$ cat src/rtl/core/plbu_pkg.sv
// ----------------------------------------------------------------------------
// plbu_pkg
// Shared types and codes for the price-level book update block: request and
// result items, the control word that runs along the cell chain, op and
// status codes.
// ----------------------------------------------------------------------------
package plbu_pkg;

	localparam int LEVELS_DEF = 64;
	localparam int PRICE_W    = 63;
	localparam int QTY_W      = 32;

	// operation codes
	localparam logic [1:0] OP_ADD  = 2'd0;
	localparam logic [1:0] OP_MOD  = 2'd1;
	localparam logic [1:0] OP_REM  = 2'd2;
	localparam logic [1:0] OP_NONE = 2'd3;

	// status codes
	localparam logic [2:0] STS_APPLIED     = 3'd0;
	localparam logic [2:0] STS_ADD_DUP     = 3'd1;
	localparam logic [2:0] STS_MOD_MISSING = 3'd2;
	localparam logic [2:0] STS_REM_MISSING = 3'd3;
	localparam logic [2:0] STS_FULL        = 3'd4;

	typedef struct packed {
		logic [1:0]               operation;
		logic                     is_bid;
		logic [PRICE_W-1:0]       price;
		logic signed [QTY_W-1:0]  quantity;
	} req_t;

	typedef struct packed {
		logic [2:0]               status;
		logic                     update_valid;
		logic [1:0]               upd_operation;
		logic                     upd_is_bid;
		logic [PRICE_W-1:0]       upd_price;
		logic signed [QTY_W-1:0]  upd_quantity;
	} rsp_t;

	// control word broadcast to every cell
	typedef struct packed {
		logic                     cmp;      // latch local price match
		logic                     add;      // lowest free cell takes the level
		logic                     clr;      // matching cell drops its level
		logic                     setq;     // matching cell takes new quantity
		logic                     is_bid;
		logic [PRICE_W-1:0]       price;
		logic signed [QTY_W-1:0]  quantity;
	} ctl_t;

endpackage

$ cat src/rtl/core/plbu_cell.sv
// ----------------------------------------------------------------------------
// plbu_cell
// One level slot of both sides. Compares its own price against the request,
// passes the free-slot chain on to its neighbor and applies add, clear or
// quantity updates.
// ----------------------------------------------------------------------------
module plbu_cell
	import plbu_pkg::*;
(
	input  logic  clk,
	input  logic  arst_n,
	input  ctl_t  ctl,
	input  logic  free_in,
	output logic  free_out,
	output logic  hit
);

	logic                     bid_used_q, ask_used_q;
	logic [PRICE_W-1:0]       bid_price_q, ask_price_q;
	logic signed [QTY_W-1:0]  bid_qty_q, ask_qty_q;
	logic                     hit_q;

	logic                     used_side;
	logic [PRICE_W-1:0]       price_side;
	logic                     take;

	// select the side named by the request
	assign used_side  = ctl.is_bid ? bid_used_q : ask_used_q;
	assign price_side = ctl.is_bid ? bid_price_q : ask_price_q;

	// lowest free slot: free here and nothing free below
	assign take     = !free_in && !used_side;
	assign free_out = free_in || !used_side;
	assign hit      = hit_q;

	// latch local match
	always_ff @(posedge clk) begin
		if (ctl.cmp) begin
			hit_q <= used_side && (price_side == ctl.price);
		end
	end

	// occupancy
	always_ff @(posedge clk or negedge arst_n) begin
		if (!arst_n) begin
			bid_used_q <= 1'b0;
			ask_used_q <= 1'b0;
		end else begin
			if (ctl.add && take) begin
				if (ctl.is_bid) bid_used_q <= 1'b1;
				else            ask_used_q <= 1'b1;
			end else if (ctl.clr && hit_q) begin
				if (ctl.is_bid) bid_used_q <= 1'b0;
				else            ask_used_q <= 1'b0;
			end
		end
	end

	// level payload
	always_ff @(posedge clk) begin
		if (ctl.add && take) begin
			if (ctl.is_bid) begin
				bid_price_q <= ctl.price;
				bid_qty_q   <= ctl.quantity;
			end else begin
				ask_price_q <= ctl.price;
				ask_qty_q   <= ctl.quantity;
			end
		end else if (ctl.setq && hit_q) begin
			if (ctl.is_bid) bid_qty_q <= ctl.quantity;
			else            ask_qty_q <= ctl.quantity;
		end
	end

endmodule

$ cat config.mk
export PLATFORM = sky130hd
export DESIGN_NAME = plbu_cell
export DESIGN_NICKNAME = d
export VERILOG_FILES = /design/src/rtl/core/plbu_pkg.sv /design/src/rtl/core/plbu_cell.sv
export SDC_FILE = /design/constraint.sdc
export NUM_CORES = 1
export LEC_CHECK = 0
export ABC_CLOCK_PERIOD_IN_PS = 15360
export BUFFER_PORTS_ARGS = -buffer_cell sky130_fd_sc_hd__buf_2
export CORE_MARGIN = 3
export CORE_UTILIZATION = 45
export CTS_CLUSTER_DIAMETER = 50
export DETAILED_ROUTE_END_ITERATION = 10
export PLACE_DENSITY = 0.71
export SYNTH_ARGS = -nofsm -noshare
export SYNTH_HDL_FRONTEND = slang
export SYNTH_SLANG_ARGS = --single-unit
$ cat constraint.sdc
create_clock -name clk -period 15.36 [get_ports clk]
set_input_delay 3.84 -clock clk [delete_from_list [all_inputs] [get_ports clk]]
set_output_delay 3.84 -clock clk [all_outputs]
set_load 0.03 [all_outputs]
==> run summary, run 1 <==
The run finished with clean final reports. In this run the worst hold path is classified as register to register. On the worst path, the slowest cell contributes a delay of 0.36 ns. In this run the number of cells on the critical path is 4. On the final layout, the worst clock skew is 0.00577 ns. For the number of gates given a new drive strength after cts, the log shows 0. Yosys attributes the largest share of cell area to edfxtp_1 (72%), mux2i_1 (12%), xor2_1 (4.0%). The number of diodes added for antenna fixing is 0.

TritonCTS built the clock tree. The per-cell via count in the routed design was 5.22. The logs give 0.727 for the fraction of the yosys area taken by sequential cells and 129 for the clock net sink count. Share of total power in combinational logic: 0.067.

Setup repair after global routing left no endpoint under its margin. Kind of launch point of the worst setup path: an input pin. The biggest area contributor in the post-synthesis netlist is edfxtp_1. Setup violations remaining at the end of the flow were counted as 0. The tools report the worst min-delay path startpoint as ask_used_q$_DFFE_PN0P_.

The first global-routing pass estimated 14700 microns of wire. Final net count: 496. Synthesis handed over a netlist of 308 instances. In this run the deepest clock path goes through 2 buffers. The worst hold path was traced through 2 stages.

The total via count in the routed design was 2864; the number of hold buffers added after CTS was 0. The logs give 0.460 for the relative contribution of the clock network to total power and 0 for the max-slew violation total from the final report. The dominant register cell in the synthesized netlist was edfxtp_1. Count of warnings emitted by yosys: 0. For the final routed database, the setup TNS stands at 0 ns. In this run, CTS created clock tree buffers numbering 17. Initial antenna violation count: 0. The later pin in the worst-skew pair is clocked with a latency of 0.41 ns.

After clock tree synthesis, the clock-pin slew on the worst setup and hold paths is 0.05 ns. Once the clock tree was built, the setup fixing pass inserted 0 buffers. For this design the ratio of total power to cell area is 134 nW/um^2.

The finished layout holds 549 standard cells, fillers aside. For the number of primary I/O pins, the log shows 105. The time the final worst path needs with I/O delays and setup is 8.66 ns.

Synthesis-to-layout area growth: 20.9%. The tools report the die area as 13200 sq um. The most common cell in the netlist is edfxtp_1. For the pin with the worst max-slew slack, the measured transition is 0.906 ns. VDD sags by at most 0.0000989 V. STA classifies the critical path endpoint as a primary output.

The congestion estimate from routability-driven global placement came to 0.786. The average instance in the mapped netlist occupies 17.3 sq um. Detailed placement ended at an HPWL of 5920 microns. The worst reg-to-reg path cell count was 6; the maximum level of the CTS H-tree was 4. The initial core utilization was 0.464.

The routed length per placed instance is 17.0 microns, and the overall power after layout is 0.000861 W. In this run the worst path has a maximum fanout of 24. Across the run, the number of max-cap violations was 0. The die outline height works out to 115 microns. Once detail routing completed, the nets flagged for antenna violations numbered 0. The ratio of final minimum period to clock period was 0.564. The critical path goes through buf_4 -> mux2i_1 -> or2_2 -> buf_2.

Entering global routing, the biggest net connects 65 pins. The overall track demand over capacity in global routing was 0.150. The worst register-to-register path has a setup slack of 13.45 ns.

The register share of total power came out at 0.473. The clock root buffer master is clkbuf_16. The worst register-to-register path begins at bid_price_q[24]$_DFFE_PP_. After the first detailed-routing iteration, the DRC count stood at 153. The static leakage power was 2.38 nW. Internal power comes to 0.000680 W.

The port buffer count was 71. Counting every net in the synthesized netlist gives 411. The fraction of registers with async set/reset is 0.0155.

From left edge to right edge, the die measures 115 microns. Including well taps, the total number of placed cells is 517. The tools report the final global-route overflow total as 0. The gate family responsible for the most delay along the worst path was buffers and inverters. The hold violation count in the final report came out at 0.

The slowest stage cell on the critical path is buf_4. At the worst endpoint, the arrival time is 4.82 ns. Counting instances in the post-synthesis netlist gives the leading cell types as edfxtp_1 (127), mux2i_1 (64), xor2_1 (24). The logs give 0.396 for the max-slew headroom at the worst pin and 11.52 ns for the critical path data required time. The share of total power consumed by net switching was 0.210; the portion of synthesized cell area occupied by the leading cell type was 0.717.

Derived from the worst setup path, the maximum achievable clock frequency is 115 MHz. The class of the most critical setup path was input pin to primary output. The count of cell types in the netlist was 31.

The count of state elements after synthesis came out at 129. After detailed routing, the total wire length is 9330 microns. The worst path buffer plus inverter count works out to 2. After detailed routing, the number of remaining DRC violations is 0.

The net switching power came out at 0.000181 W. The number of global-route vias before repair was 2935; the row count was 39. Summing every instance area after synthesis gives 5320 sq um.

The share of post-route cells with drive strength above 1 works out to 0.266. The number of optimization iterations in the first detailed-route pass was 4. The floorplan core area is 11500 sq um.

Counting flops with a built-in enable in the synthesized netlist gives 127. The worst hold path terminates at ask_used_q$_DFFE_PN0P_. The endpoint of the worst register-to-register path was hit$_DFFE_PP_.
==> routing by layer <==
metal | track usage | vias up | part of all wire
met5 | 0 | - | 0
met1 | 0.190 | 1383 | 0.44
li1 | - | 1382 | -
met2 | 0.227 | 85 | 0.47
met4 | 0.0595 | 0 | 0.018
met3 | 0.0682 | 14 | 0.068
==> registers in the layout, summed over array words and instances, names as in the netlist <==
register     count
ask_price_q     63
ask_used_q       1
bid_price_q     63
bid_used_q       1
hit              1
==> power groups by stage <==
| stage | clock (W) | sequential, W | combinational, W |
|---|---|---|---|
| after floorplan | 0 | 0.000416 | 0.0000352 |
| after global placement | 0 | 0.000414 | 0.0000570 |
| after detailed placement | 0 | 0.000415 | 0.0000586 |
| after CTS | 0.000404 | 0.000408 | 0.0000588 |
| after global routing | 0.000420 | 0.000409 | 0.0000645 |
| final | 0.000396 | 0.000408 | 0.0000577 |
==> worst max path at each step <==
stage | end | startpoint | slack, ns
2_1_floorplan | ask_price_q[0]$_DFFE_PP_ | ctl[95] | 3.80
3_3_place_gp | free_out | ctl[95] | 6.70
3_5_place_dp | free_out | ctl[95] | 6.70
4_1_cts | free_out | ctl[95] | 6.69
5_1_grt | free_out | ctl[95] | 6.64
6_report | free_out | ctl[95] | 6.70
==> cell type report <==
class	instances	area [sq um]
well taps	143	179
clock buffers	17	425
multi-input cells	169	1400
flip-flops and latches	129	3860
fillers	897	5040
clock inverters	15	169
repair buffers	74	380
inverters	2	7.51
==> kinds of logic (layout without fill, tap and decap cells) <==
group / Yosys count / after routing / share of synthesized area
buf+inv: 10 / 108 / 0.0139
simple gates: 37 / 37 / 0.0381
xor+xnor: 41 / 41 / 0.0675
compound gates: 27 / 27 / 0.0332
mux: 64 / 64 / 0.120
flops: 129 / 129 / 0.727
==> through the flow <==
stage / setup WS, ns / hold slack (ns) / util / area (sq um)
after global routing: 6.64 / 0.646 / 0.560 / 6420
after detailed placement: 6.70 / 0.574 / 0.508 / 5830
final: 6.70 / 0.588 / 0.560 / 6420
after floorplan: 3.80 / 0.495 / - / 5320
after CTS: 6.69 / 0.590 / 0.560 / 6420
after global placement: 6.70 / 0.568 / 0.508 / 5830
==> cell usage in the layout, fill, tap and decap left out, types with 2 or more instances in the layout <==
| cell type | netlist | routed |
|---|---|---|
| clkinvlp_4 | 0 | 5 |
| o2111ai_1 | 2 | 2 |
| a221oi_1 | 2 | 2 |
| mux2i_1 | 64 | 64 |
| clkinv_4 | 0 | 2 |
| buf_2 | 2 | 70 |
| a22oi_1 | 3 | 3 |
| edfxtp_1 | 127 | 127 |
| o22ai_1 | 3 | 3 |
| a21oi_1 | 6 | 6 |
| xor2_1 | 24 | 24 |
| clkbuf_16 | 0 | 17 |
| o21ai_0 | 6 | 6 |
| nor2_1 | 8 | 8 |
| nand2_1 | 5 | 5 |
| dfrtp_1 | 2 | 2 |
| nand4_1 | 8 | 8 |
| clkinv_2 | 0 | 4 |
| inv_1 | 2 | 2 |
| xnor2_1 | 17 | 17 |
| nand3_1 | 3 | 3 |
| buf_4 | 3 | 4 |
| nor4_1 | 7 | 7 |
| bufinv_16 | 0 | 3 |
==> worst reg2reg max path, cell delays in order (launching register included) <==
cell      delay (ns)
edfxtp_1        0.36
mux2i_1         0.17
xnor2_1         0.09
nor4_1          0.43
nand4_1         0.21
nor3_1          0.25
and4_1          0.26
No activity file was read; power rests on OpenSTA's default activity.
==> run 2: changes to the inputs <==
Settings changed: ABC_AREA set to 1, ABC_CLOCK_PERIOD_IN_PS 15360 to 8010, PLACE_DENSITY 0.71 to 0.7.
Clock period 15.36 ns to 8.01 ns, I/O delays scaled along.
==> run summary, run 2 <==
Remaining routing DRC violations: 0 (unchanged). The mean area per synthesized cell came out at 9.36 sq um (was 17.3 sq um). Slowest stage cell on the critical path: o21ai_0 (was buf_4). Class of the most critical setup path: input pin to primary output (unchanged). The per-cell via count in the routed design came out at 4.96 (was 5.22).

The count of routing violations after the opening detailed-route iteration came out at 321 (was 153). The run gives 41 (was 39) as the row count. The setup TNS after final layout was 0 ns (unchanged); the final design utilization was 0.554 (was 0.560). The cell that appears most often on the critical path is buf_2. The areal power density over the cells works out to 238 nW/um^2 (was 134 nW/um^2). For the post-synthesis instance total, the log shows 645 (was 308).

Setup repair after global routing left no endpoint under its margin. Leading cell type in the layout, fill and taps excluded: nand2_1 (was edfxtp_1). The run gives 0.00170 W (was 0.000861 W) as the overall power after layout.

The path category of the worst min-delay check was register to register (unchanged). The biggest fanout along the worst timing path is 5 (was 24), and the number of hold buffers added after CTS is 0 (unchanged). The port buffer count is 71 (unchanged).

The fraction of registers with async set/reset is 0.0155 (unchanged). The count of state elements after synthesis is 129 (unchanged), and the share of total power consumed by net switching is 0.218 (was 0.210). The worst path buffer plus inverter count is 2 (unchanged), and the number of global-route vias before repair is 4520 (was 2935). The tools report the number of diodes added for antenna fixing as 0 (unchanged). The run gives 0.000369 W (was 0.000181 W) as the net switching power.

The synthesis-to-layout area growth is 18.1% (was 20.9%), and the pre-CTS setup slack is 2.86 ns (was 6.70 ns). Biggest registers after layout: ask_price_q (63), bid_price_q (63) (unchanged). The synthesized net count was 748 (was 411); the clock-pin slew on the worst setup and hold paths was 0.05 ns (about the same). The clock buffer count from CTS is 17 (unchanged). The max-slew headroom at the worst pin is 0.397 (was 0.396).

Dominant register cell in the synthesized netlist: edfxtp_1 (unchanged). The logs give 3.07 ns (was 4.82 ns) for the arrival time at the worst endpoint and 17 (was 31) for the count of cell types in the netlist. Worst-path cell chain: buf_2 -> o21ai_0 -> or2_2 -> buf_2 (was buf_4 -> mux2i_1 -> or2_2 -> buf_2). The largest area contributor in the netlist is edfxtp_1 (unchanged).

For the die area, the log shows 14800 sq um (was 13200 sq um). Most used cells in the layout excluding fill and tap cells: nand2_1 (306), edfxtp_1 (127), inv_1 (74) (was edfxtp_1 (127), buf_2 (70), mux2i_1 (64)). The worst slack on hold paths is 0.511 ns (was 0.588 ns). For the hold violation count in the final report, the log shows 0 (unchanged). The initial antenna violation count came out at 1 (was 0).

The tools report the maximum level of the CTS H-tree as 4 (unchanged). The number of primary I/O pins was 105 (unchanged); the total detailed-routing wirelength was 13100 microns (was 9330 microns). The overall track demand over capacity in global routing came out at 0.186 (was 0.150).

The tools report the cell-internal power as 0.00133 W (was 0.000680 W). Most common library cells after synthesis: nand2_1 (306), edfxtp_1 (127), inv_1 (75) (was edfxtp_1 (127), mux2i_1 (64), xor2_1 (24)). The tools report the kind of launch point of the worst setup path as an input pin (unchanged).

The logs give 0.000133 V (was 0.0000989 V) for the peak ir drop on the vdd network and 6.01 ns (was 11.52 ns) for the critical path data required time. For the share of total power in combinational logic, the log shows 0.078 (was 0.067). The portion of synthesized cell area occupied by the leading cell type was 0.632 (was 0.717); the maximum buffer depth of the clock tree was 2 (unchanged). The sort of element at the end of the critical path is a primary output (unchanged). Leading post-synthesis cells by cell area: edfxtp_1 (63%), nand2_1 (19%), inv_1 (4.7%) (was edfxtp_1 (72%), mux2i_1 (12%), xor2_1 (4.0%)).

The run gives 0.465 (was 0.460) as the relative contribution of the clock network to total power. Most common cell in the netlist: nand2_1 (was edfxtp_1). The tools report the number of gates given a new drive strength after cts as 0 (unchanged). TritonCTS built the clock tree. The flow ran to the end, and the final reports show no timing, DRC or antenna violations. The final net count came out at 826 (was 496). The fraction of the yosys area taken by sequential cells is 0.640 (was 0.727). The die extent in x was 122 microns (was 115 microns); the setup slack after layout was 2.94 ns (was 6.70 ns).

Number of nets with antenna violations after routing: 0 (unchanged). The tools report the source-to-sink clock delay at the later pin of the worst-skew pair as 0.41 ns (about the same). The number of max-cap violations came out at 0 (unchanged). The share of post-route cells with drive strength above 1 is 0.141 (was 0.266), and the HPWL after detailed placement is 8470 microns (was 5920 microns). Number of flops mapped to enable cells by yosys: 127 (unchanged). The clock net sink count came out at 129 (unchanged). Subtracting the final worst setup slack from the clock period gives 5.07 ns.

The logs give 6040 sq um (was 5320 sq um) for the netlist area before placement and 71 (was 65) for the largest net degree at the start of global routing. The routability congestion estimate is 0.720 (was 0.786). The highest attainable clock frequency was 197 MHz; the final count of negative-setup-slack endpoints was 0 (unchanged). The logs give 0 (unchanged) for the count of warnings emitted by yosys and 4 (unchanged) for the number of optimization iterations in the first detailed-route pass.

The logs give 0.0133 ns (was 0.00577 ns) for the clock skew after layout and 0.469 (was 0.464) for the initial core utilization. Largest stage delay on the critical path: 0.51 ns (was 0.36 ns). The max-slew violation total from the final report was 0 (unchanged); the static leakage power was 3.25 nW (was 2.38 nW). The worst-margin pin slew works out to 0.904 ns (was 0.906 ns). The logs give 21300 microns (was 14700 microns) for the wire length of the first global-routing pass and 12900 sq um (was 11500 sq um) for the floorplan core area.

The final global-route overflow total was 0 (unchanged). The clock root buffer master is clkbuf_16 (unchanged). The post-CTS repair timing setup buffer count is 0 (unchanged), and the die outline height is 122 microns (was 115 microns). The ratio of final minimum period to clock period was 0.633; the total via count in the routed design was 4507 (was 2864). The register share of total power is 0.456 (was 0.473).

The gate family responsible for the most delay along the worst path was compound AO/OA/AOI/OAI gates (was buffers and inverters). The routed length per placed instance was 14.4 microns (was 17.0 microns).
run 2: logic make-up after synthesis:
family	share of synthesized area
AOI/OAI and AO/OA	0.00663
and+or+nand+nor	0.287
DFF	0.640
buffers and inverters	0.0665
run 2: through the flow:
stage	std cells	area (sq um)
2_1_floorplan	645	6040
3_3_place_gp	876	6530
3_5_place_dp	876	6530
4_1_cts	908	7130
5_1_grt	908	7130
6_report	908	7130
run 2: area by class of cell:
type | count | area, sq um
Tap cell | 172 | 215
Inverter | 77 | 293
Sequential cell | 129 | 3860
Clock buffer | 19 | 433
Clock inverter | 13 | 168
Fill cell | 1094 | 5750
Timing Repair Buffer | 74 | 378
Multi-Input combinational cell | 424 | 1780
run 2: routing by layer:
layer | routed length (microns) | share of wire | global-route usage | up-vias
met5 | 13 | 0.00099 | 0 | -
met1 | 5700 | 0.43 | 0.230 | 2132
met3 | 671 | 0.051 | 0.0520 | 15
met4 | 175 | 0.013 | 0.0588 | 2
li1 | - | - | - | 2254
met2 | 6550 | 0.50 | 0.318 | 104
run 2: path summary, 6_finish.rpt:
kind	slack, ns	end	from	cells past startpoint
min in group asynchronous	1.37	ask_used_q$_DFFE_PN0P_	arst_n	1
worst max-delay path	2.94	free_out	ctl[95]	4
worst min-delay path	0.51	bid_used_q$_DFFE_PN0P_	bid_used_q$_DFFE_PN0P_	2
worst max register to register	5.22	bid_price_q[23]$_DFFE_PP_	ask_used_q$_DFFE_PN0P_	4
max in group asynchronous	6.55	bid_used_q$_DFFE_PN0P_	arst_n	1
worst min register to register	0.51	bid_used_q$_DFFE_PN0P_	bid_used_q$_DFFE_PN0P_	2
run 2: power groups by stage:
stage,Combinational (W),Clock (W),Sequential [W]
4_1_cts,0.000135,0.000797,0.000774
3_5_place_dp,0.000133,0,0.000787
6_report,0.000133,0.000789,0.000774
2_1_floorplan,0.0000817,0,0.000788
5_1_grt,0.000152,0.000829,0.000775
3_3_place_gp,0.000127,0,0.000786
run 2: tightest hold or removal path, cell delays in order (launching register included):
cell and delay, ns:
dfrtp_1 0.34, o21ai_0 0.07, o21ai_0 0.06
==> run 3: changes to the inputs <==
Settings changed: ABC_AREA 1 to 0, ABC_CLOCK_PERIOD_IN_PS 8010 to 4150, PLACE_DENSITY 0.7 to 0.74.
Clock period 8.01 ns to 4.15 ns, I/O delays scaled along.
==> run summary, run 3 (same netlist as run 1, synthesis figures left out) <==
The run finished with clean final reports. The tools report the critical register-to-register path startpoint as bid_price_q[1]$_DFFE_PP_ (was ask_used_q$_DFFE_PN0P_). For the maximum buffer depth of the clock tree, the log shows 2 (unchanged). The port buffer count is 71 (unchanged). The final cell count without fillers was 551 (was 908); the number of optimization iterations in the first detailed-route pass was 4 (unchanged).

The tools report the routability congestion estimate as 0.782 (was 0.720). The path category of the worst min-delay check is input pin to async pin (was register to register). The die extent in x is 115 microns (was 122 microns), and the row count is 39 (was 41). Subtracting the final worst setup slack from the clock period gives 3.25 ns. The wire length of the first global-routing pass came out at 15000 microns (was 21300 microns).

The max-slew headroom at the worst pin was 0.556 (was 0.397). The areal power density over the cells came out at 499 nW/um^2 (was 238 nW/um^2). The initial core utilization is 0.464 (was 0.469). Maximum level of the CTS H-tree: 4 (unchanged). The total placed instance area is 5880 sq um (was 6530 sq um). The number of cells in the design after placement was 519 (was 876); the die area was 13200 sq um (was 14800 sq um). For the count of routing violations after the opening detailed-route iteration, the log shows 111 (was 321). The number of diodes added for antenna fixing was 0 (unchanged).

The number of hold buffers added after CTS is 0 (unchanged), and the share of post-route cells with drive strength above 1 is 0.255 (was 0.141). The die outline height works out to 115 microns (was 122 microns). The tools report the beginning of the critical path as ctl[95] (unchanged). The number of primary I/O pins came out at 105 (unchanged).

For the initial antenna violation count, the log shows 0 (was 1). Clock root buffer master: clkbuf_16 (unchanged). The sort of element at the end of the critical path is a primary output (unchanged). For this run, the top clock speed supported by timing is 307 MHz. The hold violation count in the final report is 0 (unchanged). The kind of launch point of the worst setup path was an input pin (unchanged).

The number of gates given a new drive strength after cts is 0 (unchanged), and the routed length per placed instance is 17.1 microns (was 14.4 microns). The clock buffer count from CTS is 17 (unchanged). Biggest registers after layout: ask_price_q (63), bid_price_q (63) (unchanged).

The critical path data required time came out at 3.11 ns (was 6.01 ns). The ratio of final minimum period to clock period was 0.784. The logs give 0 (unchanged) for the final count of negative-setup-slack endpoints and 0.00813 ns (was 0.0133 ns) for the clock skew after layout. The clock-pin slew on the worst setup and hold paths works out to 0.05 ns (about the same). The source-to-sink clock delay at the later pin of the worst-skew pair came out at 0.41 ns (about the same). The largest net degree at the start of global routing was 65 (was 71); the HPWL after detailed placement was 6080 microns (was 8470 microns). For the arrival time at the worst endpoint, the log shows 2.22 ns (was 3.07 ns). The worst reg-to-reg path cell count works out to 6 (was 4). The final non-filler cell area was 6480 sq um (was 7130 sq um).

For the floorplan core area, the log shows 11500 sq um (was 12900 sq um). The remaining routing DRC violations was 0 (unchanged). The run gives 2881 (was 4507) as the total via count in the routed design. The max-slew violation total from the final report is 0 (unchanged). Capture point of the critical path: free_out (unchanged). Worst-margin pin slew: 0.666 ns (was 0.904 ns).

The per-cell via count in the routed design works out to 5.23 (was 4.96). The synthesis-to-layout area growth is 21.9% (was 18.1%). TritonCTS built the clock tree. The clock net sink count is 129 (unchanged), and the overall track demand over capacity in global routing is 0.155 (was 0.186).

Most used cells in the layout excluding fill and tap cells: edfxtp_1 (127), buf_2 (70), mux2i_1 (64) (was nand2_1 (306), edfxtp_1 (127), inv_1 (74)). The tools report the post-CTS repair timing setup buffer count as 0 (unchanged). Setup repair after global routing left no endpoint under its margin.

Number of max-cap violations: 0 (unchanged). Biggest fanout along the worst timing path: 38 (was 5). The final net count was 498 (was 826); the peak ir drop on the vdd network was 0.000325 V (was 0.000133 V). The tools report the final global-route overflow total as 0 (unchanged). The logs give 9430 microns (was 13100 microns) for the total detailed-routing wirelength and 2.41 nW (was 3.25 nW) for the static leakage power.

The number of global-route vias before repair came out at 3111 (was 4520). The endpoint of the worst register-to-register path is hit$_DFFE_PP_ (was bid_price_q[23]$_DFFE_PP_). The leading cell type in the layout, fill and taps excluded was edfxtp_1 (was nand2_1). The run gives 0 (unchanged) as the number of nets with antenna violations after routing. Class of the most critical setup path: input pin to primary output (unchanged). The slack of the worst reg-to-reg path is 2.21 ns (was 5.22 ns), and the setup TNS after final layout is 0 ns (unchanged).
## run 3: cell count changes in the layout (fill, tap and decap cells not counted), sizes merged, moves of 3 or more
cell and delta:
nand2 -301, a21oi +5, nor2 -18, o22ai +3
nand3b -18, nand3 -52, xnor2 +17, mux2i +64
xor2 +24, a22oi +3, nand4 -3, nor4 +7
inv -73
## run 3: area by class of cell
type / count / area (sq um)
Tap cell: 143 / 179
Fill cell: 901 / 4990
Multi-Input combinational cell: 169 / 1410
Timing Repair Buffer: 76 / 420
Sequential cell: 129 / 3860
Clock inverter: 13 / 168
Inverter: 2 / 7.51
Clock buffer: 19 / 433
## run 3: critical path, cell delays in order
cell     delay, ns
buf_4         0.51
mux2i_1       0.16
or2_2         0.29
buf_2         0.18
## run 3: power by group
group / internal (W) / leakage, nW / switching [W]
clock: 0.000992 / 0.285 / 0.000513
combinational: 0.0000936 / 0.946 / 0.000126
sequential: 0.00149 / 1.18 / 0.0000179
## run 3: metal layers
layer	GRT usage	wire length [microns]
met5	0	0
met4	0.0681	214
met3	0.0698	692
met2	0.244	4570
met1	0.183	3960
## run 3: stage by stage
step	utilization	total power [W]	setup slack [ns]	hold slack (ns)
finish	0.565	0.00323	0.896	0.395
global route	0.565	0.00335	0.838	0.373
CTS	0.565	0.00327	0.879	0.375
detailed placement	0.513	0.00176	0.699	0.586
global placement	0.513	0.00175	0.747	0.583
floorplan	-	0.00167	0.0298	0.548
## run 3: how the worst min path moves through the flow
stage / slack [ns] / cells after the start / to
4_1_cts: 0.38 / 1 / ask_used_q$_DFFE_PN0P_
3_3_place_gp: 0.58 / 1 / bid_used_q$_DFFE_PN0P_
2_1_floorplan: 0.55 / 1 / bid_used_q$_DFFE_PN0P_
5_1_grt: 0.37 / 1 / ask_used_q$_DFFE_PN0P_
3_5_place_dp: 0.59 / 1 / bid_used_q$_DFFE_PN0P_
6_report: 0.39 / 1 / ask_used_q$_DFFE_PN0P_
